## config.mk

```make
export PLATFORM = sky130hd
export DESIGN_NAME = ttl_lookup_cache_fifo_flat
export DESIGN_NICKNAME = d
export VERILOG_FILES = /design/src/sv/tlc_pkg.sv /design/src/sv/tlc_if.sv /design/src/sv/tlc_slot_ram.sv /design/src/sv/tlc_cmp_unit.sv /design/src/sv/ttl_lookup_cache_fifo.sv /design/src/flat_wrapper.sv
export SDC_FILE = /design/constraint.sdc
export NUM_CORES = 2
export LEC_CHECK = 0
export BUFFER_PORTS_ARGS = -buffer_cell sky130_fd_sc_hd__buf_2
export CAP_MARGIN = 20
export CORE_AREA = 2 2 508 510
export CTS_CLUSTER_DIAMETER = 60
export DETAILED_ROUTE_END_ITERATION = 6
export DIE_AREA = 0 0 510 512
export GPL_ROUTABILITY_DRIVEN = 0
export MAX_ROUTING_LAYER = met4
export PLACE_DENSITY = 0.71
export SLEW_MARGIN = 40
export SYNTH_ARGS = -nofsm -noshare
export SYNTH_HDL_FRONTEND = slang
export SYNTH_HIERARCHICAL = 1
export SYNTH_SLANG_ARGS = --single-unit
export TNS_END_PERCENT = 50
```

## constraint.sdc

```tcl
create_clock -name clk -period 47.8 [get_ports clk]
set_input_delay 4.78 -clock clk [delete_from_list [all_inputs] [get_ports clk]]
set_output_delay 4.78 -clock clk [all_outputs]
set_load 0.05 [all_outputs]
```

## src/sv/tlc_pkg.sv

```systemverilog
`default_nettype none
// ----------------------------------------------------------------------------
// tlc_pkg: shared types and constants of the TTL lookup cache
// Slot layout, table depth and field widths that several files use.
// ----------------------------------------------------------------------------
package tlc_pkg;

  localparam int DEPTH  = 16;
  localparam int ADDR_W = (DEPTH > 1) ? $clog2(DEPTH) : 1;
  localparam int CNT_W  = $clog2(DEPTH + 1);
  localparam int CAP_W  = 5;
  localparam int OCC_W  = 5;
  localparam logic [CAP_W-1:0] CAP_RESET = CAP_W'(16);

  localparam logic MODE_LOOKUP = 1'b0;
  localparam logic MODE_INSERT = 1'b1;

  localparam logic STATUS_OK   = 1'b0;
  localparam logic STATUS_MISS = 1'b1;

  typedef struct packed {
    logic [15:0] record_type;
    logic [63:0] name_key;
    logic [63:0] answer;
    logic [31:0] expiry;
  } slot_t;

  typedef struct packed {
    logic [15:0] record_type;
    logic [63:0] name_key;
    logic [31:0] now;
  } probe_t;

  typedef struct packed {
    logic match;
    logic live;
  } cmp_res_t;

endpackage

`default_nettype wire

```

## src/sv/tlc_if.sv

```systemverilog
`default_nettype none
// ----------------------------------------------------------------------------
// tlc_if: request and response channels of the TTL lookup cache
// Valid/ready channels; a word moves when valid and ready are both high.
// ----------------------------------------------------------------------------
interface tlc_req_if;
  logic        valid;
  logic        ready;
  logic        mode;
  logic [15:0] record_type;
  logic [63:0] name_key;
  logic [63:0] answer_in;
  logic [31:0] ttl_seconds;
  logic [31:0] now;

  modport source (output valid, mode, record_type, name_key, answer_in, ttl_seconds, now,
                  input ready);
  modport sink (input valid, mode, record_type, name_key, answer_in, ttl_seconds, now,
                output ready);
endinterface

interface tlc_rsp_if;
  logic        valid;
  logic        ready;
  logic        status;
  logic [63:0] answer_out;
  logic [4:0]  occupancy;

  modport source (output valid, status, answer_out, occupancy, input ready);
  modport sink (input valid, status, answer_out, occupancy, output ready);
endinterface

`default_nettype wire

```

## src/sv/tlc_slot_ram.sv

```systemverilog
`default_nettype none
// ----------------------------------------------------------------------------
// tlc_slot_ram: slot storage of the TTL lookup cache
// One write port and one read port with registered read data.
// ----------------------------------------------------------------------------
module tlc_slot_ram (
  input  wire                        clk,
  input  wire                        we,
  input  wire [tlc_pkg::ADDR_W-1:0]  waddr,
  input  wire tlc_pkg::slot_t        wdata,
  input  wire [tlc_pkg::ADDR_W-1:0]  raddr,
  output tlc_pkg::slot_t             rdata
);

  tlc_pkg::slot_t mem [tlc_pkg::DEPTH];

  always_ff @(posedge clk) begin
    if (we) begin
      mem[waddr] <= wdata;
    end
  end

  always_ff @(posedge clk) begin
    rdata <= mem[raddr];
  end

endmodule

`default_nettype wire

```

## src/sv/tlc_cmp_unit.sv

```systemverilog
`default_nettype none
// ----------------------------------------------------------------------------
// tlc_cmp_unit: slot compare unit
// Checks one slot against the probe: key match and expiry against now.
// ----------------------------------------------------------------------------
module tlc_cmp_unit (
  input  wire tlc_pkg::slot_t  slot,
  input  wire tlc_pkg::probe_t probe,
  output tlc_pkg::cmp_res_t    res
);

  assign res.match = (slot.record_type == probe.record_type) &&
                     (slot.name_key == probe.name_key);
  assign res.live  = (probe.now < slot.expiry);

endmodule

`default_nettype wire

```

## src/sv/ttl_lookup_cache_fifo.sv

```systemverilog
`default_nettype none
// ----------------------------------------------------------------------------
// ttl_lookup_cache_fifo: bounded TTL cache with oldest-first eviction
// Sequencer that walks the slot memory through one shared compare unit.
// ----------------------------------------------------------------------------
// Usage:
//   req carries one word per operation: a lookup (mode 0) or an insert
//   (mode 1). rsp returns one word per request with status, answer and the
//   occupancy after the operation. cfg_we/cfg_wdata set the capacity; write
//   it only while no request is in flight.
//   Operation, with n entries held: a lookup walks up to n slots oldest first
//   before its result goes to the response register. An
//   insert makes two passes over the slots (count the live entries, then
//   compact while dropping the expired and evicted ones) and one append
//   step. The one-read-port slot memory sets the pace of each pass:
//   one slot is examined per cycle. One request is worked on at a
//   time; req.ready is high only when the sequencer is idle.
//   The response sits in an output register, so the next request is taken
//   while a response waits; if the receiver stalls, the sequencer holds
//   the finished result until the register frees up.
//   Reset empties the cache and sets the capacity to 16; slot contents
//   need no clearing.
// ----------------------------------------------------------------------------
module ttl_lookup_cache_fifo (
  input  wire                       clk,
  input  wire                       rst,
  tlc_req_if.sink                   req,
  tlc_rsp_if.source                 rsp,
  input  wire                       cfg_we,
  input  wire [tlc_pkg::CAP_W-1:0]  cfg_wdata
);

  typedef enum logic [2:0] {
    ST_IDLE,
    ST_LOOK,
    ST_COUNT,
    ST_COPY,
    ST_APPEND,
    ST_REPORT
  } state_t;

  state_t                      state;
  logic [tlc_pkg::CAP_W-1:0]   cap;
  logic [tlc_pkg::CNT_W-1:0]   count;
  logic [tlc_pkg::CNT_W-1:0]   rd;
  logic [tlc_pkg::CNT_W-1:0]   wr;
  logic [tlc_pkg::CNT_W-1:0]   live_cnt;
  logic [tlc_pkg::CNT_W-1:0]   skip_left;
  logic                        pend;

  tlc_pkg::probe_t             probe;
  logic [63:0]                 answer_r;
  logic [31:0]                 ttl_r;
  logic                        status_r;
  logic [63:0]                 result_r;

  logic                        out_valid;
  logic                        out_status;
  logic [63:0]                 out_answer;
  logic [tlc_pkg::OCC_W-1:0]   out_occ;

  tlc_pkg::slot_t              rdata;
  tlc_pkg::slot_t              wdata;
  logic                        we;
  logic [tlc_pkg::ADDR_W-1:0]  waddr;
  tlc_pkg::cmp_res_t           res;

  logic                        issue;
  logic [tlc_pkg::CNT_W-1:0]   cap_eff;
  logic [tlc_pkg::CNT_W-1:0]   skip_calc;
  logic [32:0]                 expiry_sum;
  logic [31:0]                 expiry;

  tlc_slot_ram u_ram (
    .clk   (clk),
    .we    (we),
    .waddr (waddr),
    .wdata (wdata),
    .raddr (rd[tlc_pkg::ADDR_W-1:0]),
    .rdata (rdata)
  );

  tlc_cmp_unit u_cmp (
    .slot  (rdata),
    .probe (probe),
    .res   (res)
  );

  // A scan issues one read per cycle until every held slot has been read or a lookup has found its match.
  assign issue = (rd < count);

  always_comb begin
    if (32'(cap) > tlc_pkg::DEPTH) begin
      cap_eff = tlc_pkg::CNT_W'(tlc_pkg::DEPTH);
    end else if (cap == '0) begin
      cap_eff = tlc_pkg::CNT_W'(1);
    end else begin
      cap_eff = tlc_pkg::CNT_W'(cap);
    end
    if (live_cnt >= cap_eff) begin
      skip_calc = live_cnt - cap_eff + tlc_pkg::CNT_W'(1);
    end else begin
      skip_calc = '0;
    end
  end

  assign expiry_sum = {1'b0, probe.now} + {1'b0, ttl_r};
  assign expiry     = expiry_sum[32] ? 32'hFFFF_FFFF : expiry_sum[31:0];

  always_comb begin
    we    = 1'b0;
    waddr = wr[tlc_pkg::ADDR_W-1:0];
    wdata = rdata;
    case (state)
      ST_COPY: begin
        we = pend && res.live && (skip_left == '0);
      end
      ST_APPEND: begin
        we    = 1'b1;
        wdata = '{record_type: probe.record_type, name_key: probe.name_key,
                  answer: answer_r, expiry: expiry};
      end
      default: begin
        we = 1'b0;
      end
    endcase
  end

  assign req.ready      = (state == ST_IDLE);
  assign rsp.valid      = out_valid;
  assign rsp.status     = out_status;
  assign rsp.answer_out = out_answer;
  assign rsp.occupancy  = out_occ;

  always_ff @(posedge clk) begin
    if (rst) begin
      state     <= ST_IDLE;
      cap       <= tlc_pkg::CAP_RESET;
      count     <= '0;
      pend      <= 1'b0;
      out_valid <= 1'b0;
    end else begin
      if (cfg_we) begin
        cap <= cfg_wdata;
      end
      // In ST_REPORT a new word may take the place of the one leaving.
      if (out_valid && rsp.ready && (state != ST_REPORT)) begin
        out_valid <= 1'b0;
      end
      case (state)
        ST_IDLE: begin
          if (req.valid) begin
            probe.record_type <= req.record_type;
            probe.name_key    <= req.name_key;
            probe.now         <= req.now;
            answer_r          <= req.answer_in;
            ttl_r             <= req.ttl_seconds;
            rd                <= '0;
            wr                <= '0;
            live_cnt          <= '0;
            pend              <= 1'b0;
            state             <= (req.mode == tlc_pkg::MODE_INSERT) ? ST_COUNT : ST_LOOK;
          end
        end
        ST_LOOK: begin
          pend <= issue;
          if (issue) begin
            rd <= rd + tlc_pkg::CNT_W'(1);
          end
          // The oldest match decides, live or not.
          if (pend && res.match) begin
            status_r <= res.live ? tlc_pkg::STATUS_OK : tlc_pkg::STATUS_MISS;
            result_r <= res.live ? rdata.answer : 64'd0;
            state    <= ST_REPORT;
          end else if (!pend && !issue) begin
            status_r <= tlc_pkg::STATUS_MISS;
            result_r <= 64'd0;
            state    <= ST_REPORT;
          end
        end
        ST_COUNT: begin
          pend <= issue;
          if (issue) begin
            rd <= rd + tlc_pkg::CNT_W'(1);
          end
          if (pend && res.live) begin
            live_cnt <= live_cnt + tlc_pkg::CNT_W'(1);
          end
          if (!pend && !issue) begin
            skip_left <= skip_calc;
            rd        <= '0;
            state     <= ST_COPY;
          end
        end
        ST_COPY: begin
          pend <= issue;
          if (issue) begin
            rd <= rd + tlc_pkg::CNT_W'(1);
          end
          // Live entries move down; the oldest ones over capacity are dropped.
          if (pend && res.live) begin
            if (skip_left != '0) begin
              skip_left <= skip_left - tlc_pkg::CNT_W'(1);
            end else begin
              wr <= wr + tlc_pkg::CNT_W'(1);
            end
          end
          if (!pend && !issue) begin
            state <= ST_APPEND;
          end
        end
        ST_APPEND: begin
          count    <= wr + tlc_pkg::CNT_W'(1);
          status_r <= tlc_pkg::STATUS_OK;
          result_r <= 64'd0;
          state    <= ST_REPORT;
        end
        ST_REPORT: begin
          if (!out_valid || rsp.ready) begin
            out_valid  <= 1'b1;
            out_status <= status_r;
            out_answer <= result_r;
            out_occ    <= tlc_pkg::OCC_W'(count);
            state      <= ST_IDLE;
          end
        end
        default: begin
          state <= ST_IDLE;
        end
      endcase
    end
  end

  a_append_within_cap: assert property (@(posedge clk) disable iff (rst)
    (state == ST_APPEND) |=> (count != '0) && (count <= cap_eff))
    else $error("occupancy after insert outside 1..capacity");

  a_accept_leaves_idle: assert property (@(posedge clk) disable iff (rst)
    (req.valid && req.ready) |=> (state != ST_IDLE))
    else $error("accepted request did not start the sequencer");

  a_miss_has_zero_answer: assert property (@(posedge clk) disable iff (rst)
    (rsp.valid && (rsp.status == tlc_pkg::STATUS_MISS)) |-> (rsp.answer_out == 64'd0))
    else $error("miss response carries a nonzero answer");

  a_count_bounded: assert property (@(posedge clk) disable iff (rst)
    (state == ST_IDLE) |-> (count <= tlc_pkg::CNT_W'(tlc_pkg::DEPTH)))
    else $error("entry count exceeds table depth");

endmodule

`default_nettype wire

```

## src/flat_wrapper.sv

```systemverilog
// flat-port wrapper written by rule: the top's interface ports become plain ports
module ttl_lookup_cache_fifo_flat 
  (clk, rst, cfg_we, cfg_wdata, req_valid, req_mode, req_record_type, req_name_key, req_answer_in, req_ttl_seconds, req_now, req_ready, rsp_valid, rsp_status, rsp_answer_out, rsp_occupancy, rsp_ready);
  tlc_req_if req_i ();
  tlc_rsp_if rsp_i ();
  input  wire clk;
  input  wire rst;
  input  wire cfg_we;
  input  wire [tlc_pkg::CAP_W-1:0] cfg_wdata;
  input wire logic [$bits(req_i.valid)-1:0] req_valid;
  input wire logic [$bits(req_i.mode)-1:0] req_mode;
  input wire logic [$bits(req_i.record_type)-1:0] req_record_type;
  input wire logic [$bits(req_i.name_key)-1:0] req_name_key;
  input wire logic [$bits(req_i.answer_in)-1:0] req_answer_in;
  input wire logic [$bits(req_i.ttl_seconds)-1:0] req_ttl_seconds;
  input wire logic [$bits(req_i.now)-1:0] req_now;
  output wire logic [$bits(req_i.ready)-1:0] req_ready;
  output wire logic [$bits(rsp_i.valid)-1:0] rsp_valid;
  output wire logic [$bits(rsp_i.status)-1:0] rsp_status;
  output wire logic [$bits(rsp_i.answer_out)-1:0] rsp_answer_out;
  output wire logic [$bits(rsp_i.occupancy)-1:0] rsp_occupancy;
  input wire logic [$bits(rsp_i.ready)-1:0] rsp_ready;
  assign req_i.valid = req_valid;
  assign req_i.mode = req_mode;
  assign req_i.record_type = req_record_type;
  assign req_i.name_key = req_name_key;
  assign req_i.answer_in = req_answer_in;
  assign req_i.ttl_seconds = req_ttl_seconds;
  assign req_i.now = req_now;
  assign req_ready = req_i.ready;
  assign rsp_valid = rsp_i.valid;
  assign rsp_status = rsp_i.status;
  assign rsp_answer_out = rsp_i.answer_out;
  assign rsp_occupancy = rsp_i.occupancy;
  assign rsp_i.ready = rsp_ready;
  ttl_lookup_cache_fifo u_core (.clk(clk), .rst(rst), .req(req_i), .rsp(rsp_i), .cfg_we(cfg_we), .cfg_wdata(cfg_wdata));
endmodule
```

==> metrics.txt <==
Area contributors post-synth edfxtp_1, mux4_2, dfxtp_1; Reg2Reg Capture Point u_core/u_ram/mem[4][123]$_DFFE_PP_; Post-DRT Antenna Nets 0; CTS Buffer Depth 4; Main synth FF type edfxtp_1; Yosys top cell by area edfxtp_1; area of the multi-input gates 0.0266 mm^2; number of synthesized flops with an enable pin 3179; Yosys top cell area share 75.0%; worst setup path class reg2out; IO Count 291; Gate Count Post-Synth 6187; unrepaired setup endpoints after global routing no; routed wire length 308 mm; Detailed Place HPWL 166 mm; Post-CTS Setup Inserts 0; NetSw 0.00256 W; commonest cells after routing, fill and taps aside edfxtp_1, mux4_2, nand2_1; largest net degree at the start of global routing 111; setup_tns 0 ps; Worst EP arrival 2100 ps; Finish-stage setup viols 0; slew margin rel. 37.8%; Worst path top cell family by delay flip-flops; commonest non-fill, non-tap cell in the layout edfxtp_1; Cell Chain, Critical Path nor3_1, buf_2; synthesized cell area 0.127 mm^2; total CTS buffers 346; die area 0.261 mm^2; r2r startpoint u_core/probe[13]$_DFFE_PP_; fillers 18347; Clock power frac 30.5%; pwr dens 60.6 mW/mm^2; layout cell share with drive strength beyond 1 25.0%; hold path start u_core/result_r[59]$_SDFFCE_PP0P_; Startpoint Class register; end of the worst hold path u_core/rsp.answer_out[59]$_DFFE_PP_; initial antenna violation count 23; Synth async-reset ratio 0%; core area 0.256 mm^2; R2R depth 13; internal power 0.00623 W; Register Area 0.0993 mm^2; CTS tree done; IO Port Bufs 290; syn nets 6489; Slowest cell on crit path dfxtp_1; Max Fclk 0.145 GHz; worst reg2reg setup slack 41430 ps; Final min period 6880 ps; number of detailed-route iterations in the first pass 5; nets 6960; GR Overflow Total 0; Worst path max stage delay 460 ps; first-pass GRT wire length 444 mm; status finished clean; Distinct cells, synth 78; Initial Utilization 49.8%; Worst Setup Slack, final 40920 ps; drt via density 6.12; clock sinks 3370; fin. max-slew vios 0; total global-route track usage 24.2%; hold depth 0; register area share after synthesis 78.0%; worst endpoint required time 43020 ps; CP max FO 17; Core Util, Final 56.7%; # rows 186; worst-margin pin slew 933 ps; Net Sw Frac 29.1%; vias 63119; register share of total power 45.8%; HP Class reg2reg; Syn. warnings 6; Avg Synthesized Cell Area 20.6 um^2; die width 510 um; Yosys reg bits 3370; area delta synth->final 13.9%; Hold Buf Count CTS 0; Die Ht 512 um; Comb power frac 23.7%; drt drc 0; LEAKAGE 47.4 nW; CP Capture Type output pin; Post-CTS Resized 0; pre-CTS worst setup slack 40200 ps; clk_skew 89.8 ps; Final Hold Fails 0; number of DRC markers in iteration 0 7957; worst skew pair latency 970 ps; number of global-route vias before repair 64236; max-cap viol count 0; Routed WL per cell 29.8 um; period utilisation layout 14.4%; htree depth 5; crit path buf inv count 1; Worst-path clk slew 60 ps; stages on the worst setup path 2; VDD IR-drop max 44.1 uV; Root Buffer clkbuf_16
## cells by family after synthesis
kind of cell,after synthesis,share of synthesized area [%]
AO/OA/AOI/OAI,558,3.27
XOR/XNOR,125,0.860
adder cells (fa/ha/maj),84,0.836
buffers and inverters,359,1.27
flip-flops,3370,78.0
multiplexers,783,12.7
AND/OR/NAND/NOR,908,3.04
## worst max path at each step
stage,from,to,slack [ps]
after floorplan,u_core/probe[1]$_DFFE_PP_,u_core/u_ram/mem[0][0]$_DFFE_PP_,32300
after global placement,rst,u_core/answer_r[45]$_DFFE_PP_,40270
after detailed placement,rst,u_core/answer_r[45]$_DFFE_PP_,40200
after CTS,u_core/probe[1]$_DFFE_PP_,u_core/u_ram/mem[15][123]$_DFFE_PP_,40540
after global routing,u_core/state[2]$_SDFFE_PP0P_,req_ready,40860
final,u_core/state[2]$_SDFFE_PP0P_,req_ready,40920
## registers in the layout, indices dropped and copies added, names as in the netlist, 3 cells and up
name                   flops
u_core/u_ram/rdata       176
u_core/skip_left           5
u_core/rsp.answer_out     64
u_core/probe             112
u_core/ttl_r              32
u_core/answer_r           64
u_core/live_cnt            5
u_core/cap                 5
u_core/rd                  5
u_core/wr                  5
u_core/result_r           64
u_core/state               3
u_core/rsp.occupancy       5
u_core/u_ram/mem        2816
u_core/count               5
## cell usage after synthesis, drive strengths merged, types with 12 or more instances
library cell     n
a21o            27
a21oi           48
a221oi          23
a22oi          296
buf            148
clkbuf         158
dfxtp          191
edfxtp        3179
ha              81
inv             53
mux2            85
mux2i           41
mux4           657
nand2          599
nand2b          29
nand3           19
nand4           22
nor2           131
nor2b           42
nor3            17
nor4            12
o21ai           52
o221ai          29
o22a            42
xnor2           75
xor2            50
## per-layer routing
| layer | vias up | routed length (um) | GRT usage [%] |
|---|---|---|---|
| li1 | 26160 | - | - |
| met1 | 33119 | 121000 | 32.8 |
| met2 | 3271 | 149000 | 37.2 |
| met3 | 569 | 28700 | 4.96 |
| met4 | 0 | 9440 | 7.37 |
| met5 | - | 0 | - |
## metrics by stage
step | hold slack, ps | cell area (um^2) | std cells | total power [W]
after floorplan | 400 | 127000 | 6187 | 0.00546
after global placement | 404 | 133000 | 9667 | 0.00606
after detailed placement | 405 | 133000 | 9687 | 0.00615
after CTS | 396 | 145000 | 10304 | 0.00882
after global routing | 408 | 145000 | 10317 | 0.00912
final | 403 | 145000 | 10318 | 0.00879
## layout make-up
type	count	area share, %
flip-flops and latches	3370	68.5
clock inverters	158	1.19
repair buffers	429	2.28
inverters	53	0.137
clock buffers	459	6.61
multi-input cells	2458	18.4
well taps	3384	2.92
diodes	7	0.0121
## power groups by stage
stage	clock (W)	sequential (W)	combinational [W]
floorplan	0	0.00407	0.00139
CTS	0.00272	0.00403	0.00207
global placement	0	0.00408	0.00198
finish	0.00268	0.00403	0.00208
detailed placement	0	0.00409	0.00206
global route	0.00283	0.00404	0.00224
No activity file was read; power rests on OpenSTA's default activity.
